<file path="src/rtl/cst_pkg.sv">
//------------------------------------------------------------------------------
// cst_pkg: shared types and constants of the C subset tokenizer
// Scanner state codes, token kinds and the token record.
//------------------------------------------------------------------------------
package cst_pkg;

    localparam int MaxLexeme = 64;

    // scanner states
    localparam logic [3:0] S_START   = 4'd0;
    localparam logic [3:0] S_IDENT   = 4'd1;
    localparam logic [3:0] S_QOPEN   = 4'd2;
    localparam logic [3:0] S_QLETTER = 4'd3;
    localparam logic [3:0] S_INT     = 4'd4;
    localparam logic [3:0] S_DOT     = 4'd5;
    localparam logic [3:0] S_FRAC    = 4'd6;
    localparam logic [3:0] S_ECHAR   = 4'd7;
    localparam logic [3:0] S_ESIGN   = 4'd8;
    localparam logic [3:0] S_EXPD    = 4'd9;
    localparam logic [3:0] S_SLASH   = 4'd10;
    localparam logic [3:0] S_COMMENT = 4'd11;
    localparam logic [3:0] S_LT      = 4'd12;
    localparam logic [3:0] S_EQ      = 4'd13;
    localparam logic [3:0] S_GT      = 4'd14;
    localparam logic [3:0] S_BANG    = 4'd15;

    // token kinds
    localparam logic [4:0] K_END    = 5'd0;
    localparam logic [4:0] K_IDENT  = 5'd1;
    localparam logic [4:0] K_KWBASE = 5'd2;
    localparam logic [4:0] K_KWLAST = 5'd10;
    localparam logic [4:0] K_CHAR   = 5'd11;
    localparam logic [4:0] K_INT    = 5'd12;
    localparam logic [4:0] K_FLOAT  = 5'd13;
    localparam logic [4:0] K_EXP    = 5'd14;
    localparam logic [4:0] K_ADD    = 5'd15;
    localparam logic [4:0] K_SUB    = 5'd16;
    localparam logic [4:0] K_MUL    = 5'd17;
    localparam logic [4:0] K_DIV    = 5'd18;
    localparam logic [4:0] K_LT     = 5'd19;
    localparam logic [4:0] K_LE     = 5'd20;
    localparam logic [4:0] K_EQ     = 5'd21;
    localparam logic [4:0] K_ASSIGN = 5'd22;
    localparam logic [4:0] K_GT     = 5'd23;
    localparam logic [4:0] K_GE     = 5'd24;
    localparam logic [4:0] K_NE     = 5'd25;
    localparam logic [4:0] K_SEMI   = 5'd26;
    localparam logic [4:0] K_LPAR   = 5'd27;
    localparam logic [4:0] K_RPAR   = 5'd28;
    localparam logic [4:0] K_LBRACE = 5'd29;
    localparam logic [4:0] K_RBRACE = 5'd30;
    localparam logic [4:0] K_ERROR  = 5'd31;

    // one token, as packed on the output stream (lowest field last here)
    typedef struct packed {
        logic              last_of_run;
        logic              overflow;
        logic [15:0]       line_number;
        logic [6:0]        ident_length;
        logic [7:0]        char_value;
        logic signed [8:0] exponent;
        logic [5:0]        fraction_digits;
        logic [31:0]       mantissa;
        logic [4:0]        token_kind;
    } token_t;

    // keyword spelling, six slots, zero padded
    function automatic logic [47:0] kw_text(input logic [3:0] k);
        logic [47:0] t;
        case (k)
            4'd0:    t = {8'd0, 8'd0, "niam"};
            4'd1:    t = "nruter";
            4'd2:    t = {8'd0, "elihw"};
            4'd3:    t = {32'd0, "fi"};
            4'd4:    t = {16'd0, "esle"};
            4'd5:    t = {24'd0, "tni"};
            4'd6:    t = {8'd0, "taolf"};
            4'd7:    t = {16'd0, "rahc"};
            4'd8:    t = {16'd0, "diov"};
            default: t = '1;
        endcase
        return t;
    endfunction

    function automatic logic [2:0] kw_len(input logic [3:0] k);
        logic [2:0] n;
        case (k)
            4'd0: n = 3'd4;
            4'd1: n = 3'd6;
            4'd2: n = 3'd5;
            4'd3: n = 3'd2;
            4'd4: n = 3'd4;
            4'd5: n = 3'd3;
            4'd6: n = 3'd5;
            4'd7: n = 3'd4;
            4'd8: n = 3'd4;
            default: n = 3'd0;
        endcase
        return n;
    endfunction

endpackage

</file>
<file path="src/rtl/cst_scan.sv">
//------------------------------------------------------------------------------
// cst_scan: scanner state and token emission
// Holds the scan state and accumulators; per byte gives up to two tokens.
//------------------------------------------------------------------------------
module cst_scan #(
    parameter int MAX_LEXEME = cst_pkg::MaxLexeme
) (
    input  logic             clk,
    input  logic             rst_n,
    input  logic             step,          // one byte taken this cycle
    input  logic [7:0]       char_code,
    input  logic             end_of_input,
    output logic [1:0]       tok_count,
    output cst_pkg::token_t  tok0,
    output cst_pkg::token_t  tok1
);

    localparam int LenCap = (MAX_LEXEME < 127) ? MAX_LEXEME : 127;

    typedef struct packed {
        logic [3:0]  st;
        logic [47:0] kw;
        logic [6:0]  len;
        logic [31:0] man;
        logic [5:0]  frac;
        logic [7:0]  ex;
        logic        neg;
        logic [7:0]  lit;
        logic        ovf;
        logic [15:0] line;
    } scan_t;

    // start state, empty token, line counter at one
    localparam scan_t ScanReset = {115'd0, 16'd1};

    scan_t st_reg;
    scan_t st_next;

    function automatic logic is_alpha(input logic [7:0] c);
        return (c >= "A" && c <= "Z") || (c >= "a" && c <= "z");
    endfunction

    function automatic logic is_digit(input logic [7:0] c);
        return c >= "0" && c <= "9";
    endfunction

    function automatic scan_t clear_tok(input scan_t s);
        scan_t r;
        r = s;
        r.kw = '0; r.len = '0; r.man = '0; r.frac = '0;
        r.ex = '0; r.neg = 1'b0; r.lit = '0; r.ovf = 1'b0;
        return r;
    endfunction

    function automatic scan_t add_digit(input scan_t s, input logic [7:0] c);
        scan_t r;
        logic [35:0] v;
        r = s;
        v = {4'd0, s.man} * 36'd10 + {32'd0, c[3:0]};
        if (v[35:32] != 4'd0) begin
            r.man = '1;
            r.ovf = 1'b1;
        end else begin
            r.man = v[31:0];
        end
        return r;
    endfunction

    function automatic scan_t add_frac(input scan_t s, input logic [7:0] c);
        scan_t r;
        r = add_digit(s, c);
        if (s.frac == 6'd63) r.ovf = 1'b1;
        else r.frac = s.frac + 6'd1;
        return r;
    endfunction

    function automatic scan_t add_exp(input scan_t s, input logic [7:0] c);
        scan_t r;
        logic [11:0] v;
        r = s;
        v = {4'd0, s.ex} * 12'd10 + {8'd0, c[3:0]};
        if (v > 12'd255) begin
            r.ex = 8'd255;
            r.ovf = 1'b1;
        end else begin
            r.ex = v[7:0];
        end
        return r;
    endfunction

    function automatic logic [15:0] inc_line(input logic [15:0] l);
        return (l == 16'hFFFF) ? l : l + 16'd1;
    endfunction

    // keyword or identifier kind
    function automatic logic [4:0] word_kind(input scan_t s);
        logic [4:0] k;
        k = cst_pkg::K_IDENT;
        for (int i = 8; i >= 0; i--) begin
            if (s.len == {4'd0, cst_pkg::kw_len(4'(i))} && s.kw == cst_pkg::kw_text(4'(i)))
                k = cst_pkg::K_KWBASE + 5'(i);
        end
        return k;
    endfunction

    // token record from current accumulators
    function automatic cst_pkg::token_t make_tok(input scan_t s, input logic [4:0] k);
        cst_pkg::token_t t;
        t = '0;
        t.token_kind = k;
        if (k >= cst_pkg::K_INT && k <= cst_pkg::K_EXP) begin
            t.mantissa = s.man;
            if (k != cst_pkg::K_INT) t.fraction_digits = s.frac;
            if (k == cst_pkg::K_EXP)
                t.exponent = s.neg ? -$signed({1'b0, s.ex}) : $signed({1'b0, s.ex});
            t.overflow = s.ovf;
        end else if (k == cst_pkg::K_CHAR) begin
            t.char_value = s.lit;
        end else if (k >= cst_pkg::K_IDENT && k <= cst_pkg::K_KWLAST) begin
            t.ident_length = s.len;
            t.overflow = s.ovf;
        end
        t.line_number = s.line;
        return t;
    endfunction

    // next state for one byte: end-of-input flush, pending token or start state; emit flags and kinds
    always_comb
    begin
        scan_t s;
        scan_t a;
        logic [7:0] c;
        logic e1, e2, consumed;
        logic [4:0] k1, k2;
        cst_pkg::token_t t1, t2;

        c = char_code;
        s = st_reg;
        e1 = 1'b0; e2 = 1'b0; consumed = 1'b1;
        k1 = cst_pkg::K_ERROR; k2 = cst_pkg::K_ERROR;
        t1 = '0; t2 = '0;
        a = s;

        if (end_of_input) begin
            // flush pending token, then emit the end token
            e1 = 1'b1;
            case (s.st)
                cst_pkg::S_IDENT: k1 = word_kind(s);
                cst_pkg::S_INT:   k1 = cst_pkg::K_INT;
                cst_pkg::S_FRAC:  k1 = cst_pkg::K_FLOAT;
                cst_pkg::S_EXPD:  k1 = cst_pkg::K_EXP;
                cst_pkg::S_SLASH: k1 = cst_pkg::K_DIV;
                cst_pkg::S_LT:    k1 = cst_pkg::K_LT;
                cst_pkg::S_EQ:    k1 = cst_pkg::K_ASSIGN;
                cst_pkg::S_GT:    k1 = cst_pkg::K_GT;
                cst_pkg::S_START, cst_pkg::S_COMMENT: e1 = 1'b0;
                default:          k1 = cst_pkg::K_ERROR;
            endcase
            t1 = make_tok(s, k1);
            a = clear_tok(s);
            a.st = cst_pkg::S_START;
            e2 = 1'b1;
            k2 = cst_pkg::K_END;
            t2 = make_tok(a, k2);
        end else begin
            // continue pending token
            case (s.st)
                cst_pkg::S_IDENT:
                    if (is_alpha(c) || is_digit(c)) begin
                        case (s.len)
                            7'd0: a.kw[7:0]   = c;
                            7'd1: a.kw[15:8]  = c;
                            7'd2: a.kw[23:16] = c;
                            7'd3: a.kw[31:24] = c;
                            7'd4: a.kw[39:32] = c;
                            7'd5: a.kw[47:40] = c;
                            default: ;
                        endcase
                        if (s.len >= 7'(LenCap)) a.ovf = 1'b1;
                        else a.len = s.len + 7'd1;
                    end else begin
                        e1 = 1'b1; k1 = word_kind(s); consumed = 1'b0;
                    end
                cst_pkg::S_QOPEN:
                    if (is_alpha(c)) begin
                        a.lit = c; a.st = cst_pkg::S_QLETTER;
                    end else begin
                        e1 = 1'b1; consumed = 1'b0;
                    end
                cst_pkg::S_QLETTER:
                    begin
                        e1 = 1'b1;
                        if (c == 8'h27) k1 = cst_pkg::K_CHAR;
                        else consumed = 1'b0;
                    end
                cst_pkg::S_INT:
                    if (is_digit(c)) a = add_digit(s, c);
                    else if (c == ".") a.st = cst_pkg::S_DOT;
                    else begin
                        e1 = 1'b1; k1 = cst_pkg::K_INT; consumed = 1'b0;
                    end
                cst_pkg::S_DOT:
                    if (is_digit(c)) begin
                        a = add_frac(s, c); a.st = cst_pkg::S_FRAC;
                    end else begin
                        e1 = 1'b1; consumed = 1'b0;
                    end
                cst_pkg::S_FRAC:
                    if (is_digit(c)) a = add_frac(s, c);
                    else if (c == "E") a.st = cst_pkg::S_ECHAR;
                    else begin
                        e1 = 1'b1; k1 = cst_pkg::K_FLOAT; consumed = 1'b0;
                    end
                cst_pkg::S_ECHAR:
                    if (c == "+" || c == "-") begin
                        a.neg = (c == "-"); a.st = cst_pkg::S_ESIGN;
                    end else begin
                        e1 = 1'b1; consumed = 1'b0;
                    end
                cst_pkg::S_ESIGN:
                    if (is_digit(c)) begin
                        a = add_exp(s, c); a.st = cst_pkg::S_EXPD;
                    end else begin
                        e1 = 1'b1; consumed = 1'b0;
                    end
                cst_pkg::S_EXPD:
                    if (is_digit(c)) a = add_exp(s, c);
                    else begin
                        e1 = 1'b1; k1 = cst_pkg::K_EXP; consumed = 1'b0;
                    end
                cst_pkg::S_SLASH:
                    if (c == "/") a.st = cst_pkg::S_COMMENT;
                    else begin
                        e1 = 1'b1; k1 = cst_pkg::K_DIV; consumed = 1'b0;
                    end
                cst_pkg::S_COMMENT:
                    if (c == 8'h0A) begin
                        a.line = inc_line(s.line); a.st = cst_pkg::S_START;
                    end
                cst_pkg::S_LT:
                    begin
                        e1 = 1'b1;
                        if (c == "=") k1 = cst_pkg::K_LE;
                        else begin k1 = cst_pkg::K_LT; consumed = 1'b0; end
                    end
                cst_pkg::S_EQ:
                    begin
                        e1 = 1'b1;
                        if (c == "=") k1 = cst_pkg::K_EQ;
                        else begin k1 = cst_pkg::K_ASSIGN; consumed = 1'b0; end
                    end
                cst_pkg::S_GT:
                    begin
                        e1 = 1'b1;
                        if (c == "=") k1 = cst_pkg::K_GE;
                        else begin k1 = cst_pkg::K_GT; consumed = 1'b0; end
                    end
                cst_pkg::S_BANG:
                    begin
                        e1 = 1'b1;
                        if (c == "=") k1 = cst_pkg::K_NE;
                        else consumed = 1'b0;
                    end
                default:
                    consumed = 1'b0;
            endcase

            if (e1) begin
                t1 = make_tok(s, k1);
                a.st = cst_pkg::S_START;
            end

            // byte processed from the start state
            if (!consumed) begin
                a = clear_tok(a);
                a.st = cst_pkg::S_START;
                if (c == " " || c == 8'h09) begin
                end else if (c == 8'h0A) begin
                    a.line = inc_line(a.line);
                end else if (is_alpha(c)) begin
                    a.kw[7:0] = c; a.len = 7'd1; a.st = cst_pkg::S_IDENT;
                end else if (is_digit(c)) begin
                    a = add_digit(a, c); a.st = cst_pkg::S_INT;
                end else begin
                    e2 = 1'b1;
                    case (c)
                        8'h27: begin e2 = 1'b0; a.st = cst_pkg::S_QOPEN; end
                        "+": k2 = cst_pkg::K_ADD;
                        "-": k2 = cst_pkg::K_SUB;
                        "*": k2 = cst_pkg::K_MUL;
                        "/": begin e2 = 1'b0; a.st = cst_pkg::S_SLASH; end
                        "<": begin e2 = 1'b0; a.st = cst_pkg::S_LT; end
                        "=": begin e2 = 1'b0; a.st = cst_pkg::S_EQ; end
                        ">": begin e2 = 1'b0; a.st = cst_pkg::S_GT; end
                        "!": begin e2 = 1'b0; a.st = cst_pkg::S_BANG; end
                        ";": k2 = cst_pkg::K_SEMI;
                        "(": k2 = cst_pkg::K_LPAR;
                        ")": k2 = cst_pkg::K_RPAR;
                        "{": k2 = cst_pkg::K_LBRACE;
                        "}": k2 = cst_pkg::K_RBRACE;
                        default: k2 = cst_pkg::K_ERROR;
                    endcase
                    t2 = make_tok(a, k2);
                end
            end
        end

        st_next = a;

        // compact tokens, mark the last one
        if (e1 && e2) begin
            tok_count = 2'd2;
            tok0 = t1;
            tok1 = t2;
            tok1.last_of_run = 1'b1;
        end else if (e1 || e2) begin
            tok_count = 2'd1;
            tok0 = e1 ? t1 : t2;
            tok0.last_of_run = 1'b1;
            tok1 = t2;
        end else begin
            tok_count = 2'd0;
            tok0 = t1;
            tok1 = t2;
        end
    end

    // scanner state register
    always_ff @(posedge clk or negedge rst_n)
    begin
        if (!rst_n) begin
            st_reg <= ScanReset;
        end else if (step) begin
            st_reg <= st_next;
        end
    end

endmodule

</file>
<file path="src/rtl/cst_outq.sv">
//------------------------------------------------------------------------------
// cst_outq: token output queue
// Takes up to two tokens per cycle, hands out one per transaction.
//------------------------------------------------------------------------------
module cst_outq (
    input  logic             clk,
    input  logic             rst_n,
    input  logic [1:0]       push_count,
    input  cst_pkg::token_t  push0,
    input  cst_pkg::token_t  push1,
    output logic [2:0]       fill,
    output logic             out_valid,
    input  logic             out_ready,
    output cst_pkg::token_t  out_tok
);

    // four-entry circular buffer
    cst_pkg::token_t buf_reg [4];
    logic [1:0] rd_reg;
    logic [1:0] wr_reg;
    logic [2:0] fill_reg;
    logic       pop;

    assign pop       = out_valid && out_ready;
    assign out_valid = fill_reg != 3'd0;
    assign out_tok   = buf_reg[rd_reg];
    assign fill      = fill_reg;

    always_ff @(posedge clk or negedge rst_n)
    begin
        if (!rst_n) begin
            rd_reg   <= '0;
            wr_reg   <= '0;
            fill_reg <= '0;
        end else begin
            rd_reg   <= rd_reg + {1'b0, pop};
            wr_reg   <= wr_reg + push_count;
            fill_reg <= fill_reg + {1'b0, push_count} - {2'b0, pop};
        end
    end

    // payload storage
    always_ff @(posedge clk)
    begin
        if (push_count != 2'd0) buf_reg[wr_reg] <= push0;
        if (push_count == 2'd2) buf_reg[wr_reg + 2'd1] <= push1;
    end

endmodule

</file>
<file path="src/rtl/c_subset_tokenizer.sv">
//------------------------------------------------------------------------------
// c_subset_tokenizer: streaming lexer for a small C subset
// Output: each token is written into the token queue and presented from there.
// Throughput: one byte per cycle; up to two tokens per byte, queued.
// Input stalls only when the four-entry token queue could overflow.
// Reset: scanner at start state, line counter at one, queue empty.
//------------------------------------------------------------------------------
module c_subset_tokenizer #(
    parameter int MAX_LEXEME = cst_pkg::MaxLexeme
) (
    input  logic        clk,
    input  logic        rst_n,
    input  logic        s_tvalid,
    output logic        s_tready,
    input  logic [7:0]  s_tdata,   // char_code[7:0]
    input  logic        s_tuser,   // end_of_input
    output logic        m_tvalid,
    input  logic        m_tready,
    output logic [79:0] m_tdata,   // mantissa[31:0], fraction_digits[37:32],
                                   // exponent[46:38], char_value[54:47],
                                   // ident_length[61:55], line_number[77:62],
                                   // overflow[78]
    output logic [4:0]  m_tuser,   // token_kind
    output logic        m_tlast    // last_of_run
);

    logic [1:0]      tok_count;
    cst_pkg::token_t tok0;
    cst_pkg::token_t tok1;
    cst_pkg::token_t out_tok;
    logic [2:0]      fill;
    logic            step;

    // at most two entries queued leaves room for two more
    assign s_tready = fill <= 3'd2;
    assign step     = s_tvalid && s_tready;

    cst_scan #(
        .MAX_LEXEME (MAX_LEXEME)
    ) u_scan (
        .clk          (clk),
        .rst_n        (rst_n),
        .step         (step),
        .char_code    (s_tdata),
        .end_of_input (s_tuser),
        .tok_count    (tok_count),
        .tok0         (tok0),
        .tok1         (tok1)
    );

    cst_outq u_outq (
        .clk        (clk),
        .rst_n      (rst_n),
        .push_count (step ? tok_count : 2'd0),
        .push0      (tok0),
        .push1      (tok1),
        .fill       (fill),
        .out_valid  (m_tvalid),
        .out_ready  (m_tready),
        .out_tok    (out_tok)
    );

    assign m_tdata  = {1'b0, out_tok.overflow, out_tok.line_number, out_tok.ident_length,
                       out_tok.char_value, out_tok.exponent,
                       out_tok.fraction_digits, out_tok.mantissa};
    assign m_tuser  = out_tok.token_kind;
    assign m_tlast  = out_tok.last_of_run;

endmodule
</file>
<file path="config.mk">
export PLATFORM = sky130hd
export DESIGN_NAME = c_subset_tokenizer
export DESIGN_NICKNAME = d
export VERILOG_FILES = /design/src/rtl/cst_pkg.sv /design/src/rtl/cst_scan.sv /design/src/rtl/cst_outq.sv /design/src/rtl/c_subset_tokenizer.sv
export SDC_FILE = /design/constraint.sdc
export NUM_CORES = 1
export LEC_CHECK = 0
export ABC_AREA = 1
export ABC_CLOCK_PERIOD_IN_PS = 3550
export BUFFER_PORTS_ARGS = -buffer_cell sky130_fd_sc_hd__buf_4
export CORE_MARGIN = 10
export CORE_UTILIZATION = 50
export CTS_CLUSTER_SIZE = 16
export DETAILED_ROUTE_END_ITERATION = 8
export PLACE_DENSITY_LB_ADDON = 0.05
export SLEW_MARGIN = 20
export SYNTH_ARGS = -nofsm -noshare
export SYNTH_HDL_FRONTEND = slang
export SYNTH_SLANG_ARGS = --single-unit
</file>
<file path="constraint.sdc">
create_clock -name clk -period 3.55 [get_ports clk]
set_input_delay 0.71 -clock clk [delete_from_list [all_inputs] [get_ports clk]]
set_output_delay 0.71 -clock clk [all_outputs]
set_load 0.02 [all_outputs]
</file>
==> reports/summary.txt <==
Clock-pin slew on the worst setup and hold paths: 60 ps
Outcome: complete, but fails checks
Pwr/cell area: 679.9 nW/um^2
R2R Path End: u_scan.st_reg[60]
Gate power share: 49.8%
Max Cap Violations: 0
CP startpoint: u_scan.st_reg[43]
Critical Path RT: 4070 ps
Slew margin rel.: 37.12%
Peak VDD IR: 0.6497 mV
Largest net degree at the start of global routing: 127
Library cells used by synthesis: 68
# port buffers: 99
Compound-gate portion of the synthesized area: 13.86%
Via count: 29330
Seq pwr share: 26.9%
Min-Delay Path Class: in -> async
CTS tree: done
DR vias/cell: 5.527
Clk buf depth: 3
Clock power frac: 23.3%
1st-iter DRT viols: 2265
Skew-Pair Late Insertion Delay: 630 ps
Crit Reg-Reg Startpoint: u_scan.st_reg[43]
Share of cells above drive strength 1: 21.37%
Post-synth ARST share: 28.87%
Cell Area, Synth: 28350 sq um
Fmax: 0.2744 GHz
Final worst path period need: 3644 ps
Fin. Hold Viols: 0
Storage cell area: 11160 sq um
Die ar.: 66620 sq um
Vias in the first global route: 27940
Slew Viols, Final: 0
DRC Markers: 0
Top Ports: 101
Failing checks: setup timing
Synth Instances: 4053
Grt ovf: 0
Switching portion of total power: 44.17%
GPL Wtd Cong: 0.9825
Worst setup SP type: register
Area occupied by multi-input gates: 15820 sq um
Final core occ: 64.19%
Rows: 87
Cts bufs inserted: 53
Register area share after synthesis: 39.30%
Layout fillers: 5286
Worst clock skew: 23.55 ps
Leak pwr: 16.64 nW
Most frequent cells in the layout: nand2_1 (1076), buf_4 (530), o21ai_0 (426)
Final setup viols: 20
Syn_nets: 4164
Synth Area in Simple Gates: 32.69%
Largest family of logic cells by synthesized area: simple AND/OR/NAND/NOR gates
P&R area growth vs syn: 27.43%
Max reg flops: 340
Root buf cell: clkbuf_16
Clock sinks: 478
Post-Synth Adder-Cell Area: 4.458%
Most used DFF post-synth: dfxtp_1
Placed cell count: 5178
Final period util: 102.6%
Worst setup margin: -93.84 ps
Chip width: 258.1 um
Placement Setup Slack: -454.1 ps
Antenna violations before repair: 1
Routed WL: 98320 um
FF-to-FF path depth: 24
Post-Layout Cell Count: 5306
GRT Total Usage: 28.70%
Worst path arrival time: 4160 ps
Max FO, Critical Path: 4
Syn avg cell area: 6.995 sq um
WS Path Type: reg -> reg
CTS Hold Bufs: 0
Drt pass-1 iters: 5
Post-layout net count: 4616
Number of enable flip-flop cells after synthesis: 88
Initial cell density of the core: 50.37%
DP Wirelength: 70930 um
CP endpoint kind: register
Seq cells post-synth: 478
Ys Warns: 0
Final ANT Viol Nets: 0
Critical path capture point: u_scan.st_reg[60]
Core Footprint: 56280 sq um
RSZ-0062 raised after global routing: yes
Die height: 258.1 um
Post-synthesis xor/xnor area fraction: 1.633%
# H-tree levels: 2
Switch Pwr: 10.85 mW
Fin Setup TNS: -510.2 ps
Worst slew pin tran: 935.2 ps
Int Pwr: 13.71 mW
First-pass GRT wire length: 155000 um
Commonest non-fill, non-tap cell in the layout: nand2_1
Mean routed wirelength per cell: 18.53 um
R2r setup slk: -90 ps
Mux cell area share after synthesis: 0.03531%
[synthesized netlist by cell type, types with 4 or more instances]
cell type / n / share of area, %
buf_2: 11 / 0.19
xor2_1: 37 / 1.1
nand3b_1: 8 / 0.21
o21ai_1: 31 / 0.55
inv_1: 356 / 4.7
edfxtp_1: 88 / 9.3
nor2_2: 19 / 0.42
o211ai_1: 17 / 0.45
dfrtp_1: 137 / 12
nor3_2: 5 / 0.18
nand2_1: 1122 / 15
clkinv_1: 5 / 0.066
dfxtp_1: 252 / 18
a211oi_1: 6 / 0.16
nand4_1: 71 / 1.6
nand2_2: 29 / 0.64
nor2_4: 8 / 0.32
nor3_1: 40 / 0.71
o21bai_1: 4 / 0.11
buf_6: 4 / 0.16
xnor2_1: 9 / 0.28
inv_2: 29 / 0.38
clkbuf_1: 128 / 1.7
o21ai_0: 439 / 7.8
nand3_2: 6 / 0.21
buf_1: 18 / 0.24
o21a_1: 9 / 0.24
o22ai_1: 97 / 2.1
buf_4: 21 / 0.56
a22oi_1: 4 / 0.11
nor2_1: 402 / 5.3
ha_1: 93 / 4.1
nor4_1: 18 / 0.40
a21oi_1: 60 / 1.1
or2_2: 8 / 0.18
o21ai_2: 12 / 0.37
o31ai_1: 7 / 0.19
fa_1: 5 / 0.35
nand3_1: 394 / 7.0
[power by group through the flow]
stage / Sequential (mW) / Combinational (mW) / Clock, mW
2_1_floorplan: 6.55 / 6.76 / 0
3_3_place_gp: 6.68 / 11.9 / 0
3_5_place_dp: 6.68 / 11.9 / 0
4_1_cts: 6.58 / 12.0 / 5.80
5_1_grt: 6.66 / 13.2 / 6.03
6_report: 6.61 / 12.2 / 5.73
[per-stage QoR]
stage / cell area [sq um] / hold WS (ps) / total power [mW]
after global placement: 33230 / 431.3 / 18.55
after global routing: 36130 / 80.51 / 25.90
after floorplan: 28490 / 414.4 / 13.31
final: 36130 / 62.01 / 24.56
after CTS: 35470 / 73.93 / 24.35
after detailed placement: 33230 / 433.8 / 18.57
[area by class of cell]
class	instances	area share, %
multi-input cells	3003	43.78
repair buffers	579	13.59
clock inverters	21	0.7308
inverters	390	4.094
flip-flops and latches	478	30.88
clock buffers	78	4.298
diodes	1	0.006927
well taps	756	2.618
[cell families after synthesis]
group | Yosys count
AOI/OAI and AO/OA | 706
adders and majority gates | 98
xor gates and xnor gates | 49
muxes | 1
DFF | 478
other | 1
buffers and inverters | 572
and+or+nand+nor | 2148
[worst min path at each step]
stage / from / depth (start not counted) / endpoint
finish: rst_n / 1 / u_scan.st_reg[110]
global placement: u_outq.buf_reg[2][49] / 2 / u_outq.buf_reg[2][49]
detailed placement: u_outq.buf_reg[1][12] / 2 / u_outq.buf_reg[1][12]
CTS: rst_n / 1 / u_scan.st_reg[82]
floorplan: rst_n / 0 / u_outq.fill[0]
global route: rst_n / 1 / u_scan.st_reg[84]
[per-layer routing]
metal	share of wire, %	wire length, um	vias up	track usage (%)
li1	-	-	14330	-
met3	6.4	6296	130	4.096
met2	48	47100	960	48.82
met1	44	43040	13910	38.01
met4	1.9	1877	0	6.617
met5	0	0	-	0
[repair_timing]
action / CTS / global route
resized for setup: 75 / 136
cloned: 2 / 0
pin swaps: 26 / 44
setup buffers: 11 / 18
endpoints found under the hold margin: 0 / 0
setup endpoints to repair: 33 / 454
[critical path, cell delays in order, from the launching register on]
cell	delay, ps
dfrtp_1	400
ha_1	280
ha_2	180
inv_2	50
fa_2	200
inv_2	50
buf_4	120
buf_4	130
nand3_1	100
nand3_2	150
or2_2	330
nand2_2	120
inv_1	70
nand3_1	110
nor3_2	50
buf_4	150
buf_4	140
nand4_1	90
nand2_2	70
nor2_4	120
nand2_4	120
buf_12	150
buf_16	130
a21oi_4	150
o21ai_2	60
Note: power is estimated with default switching activity, not from simulation.
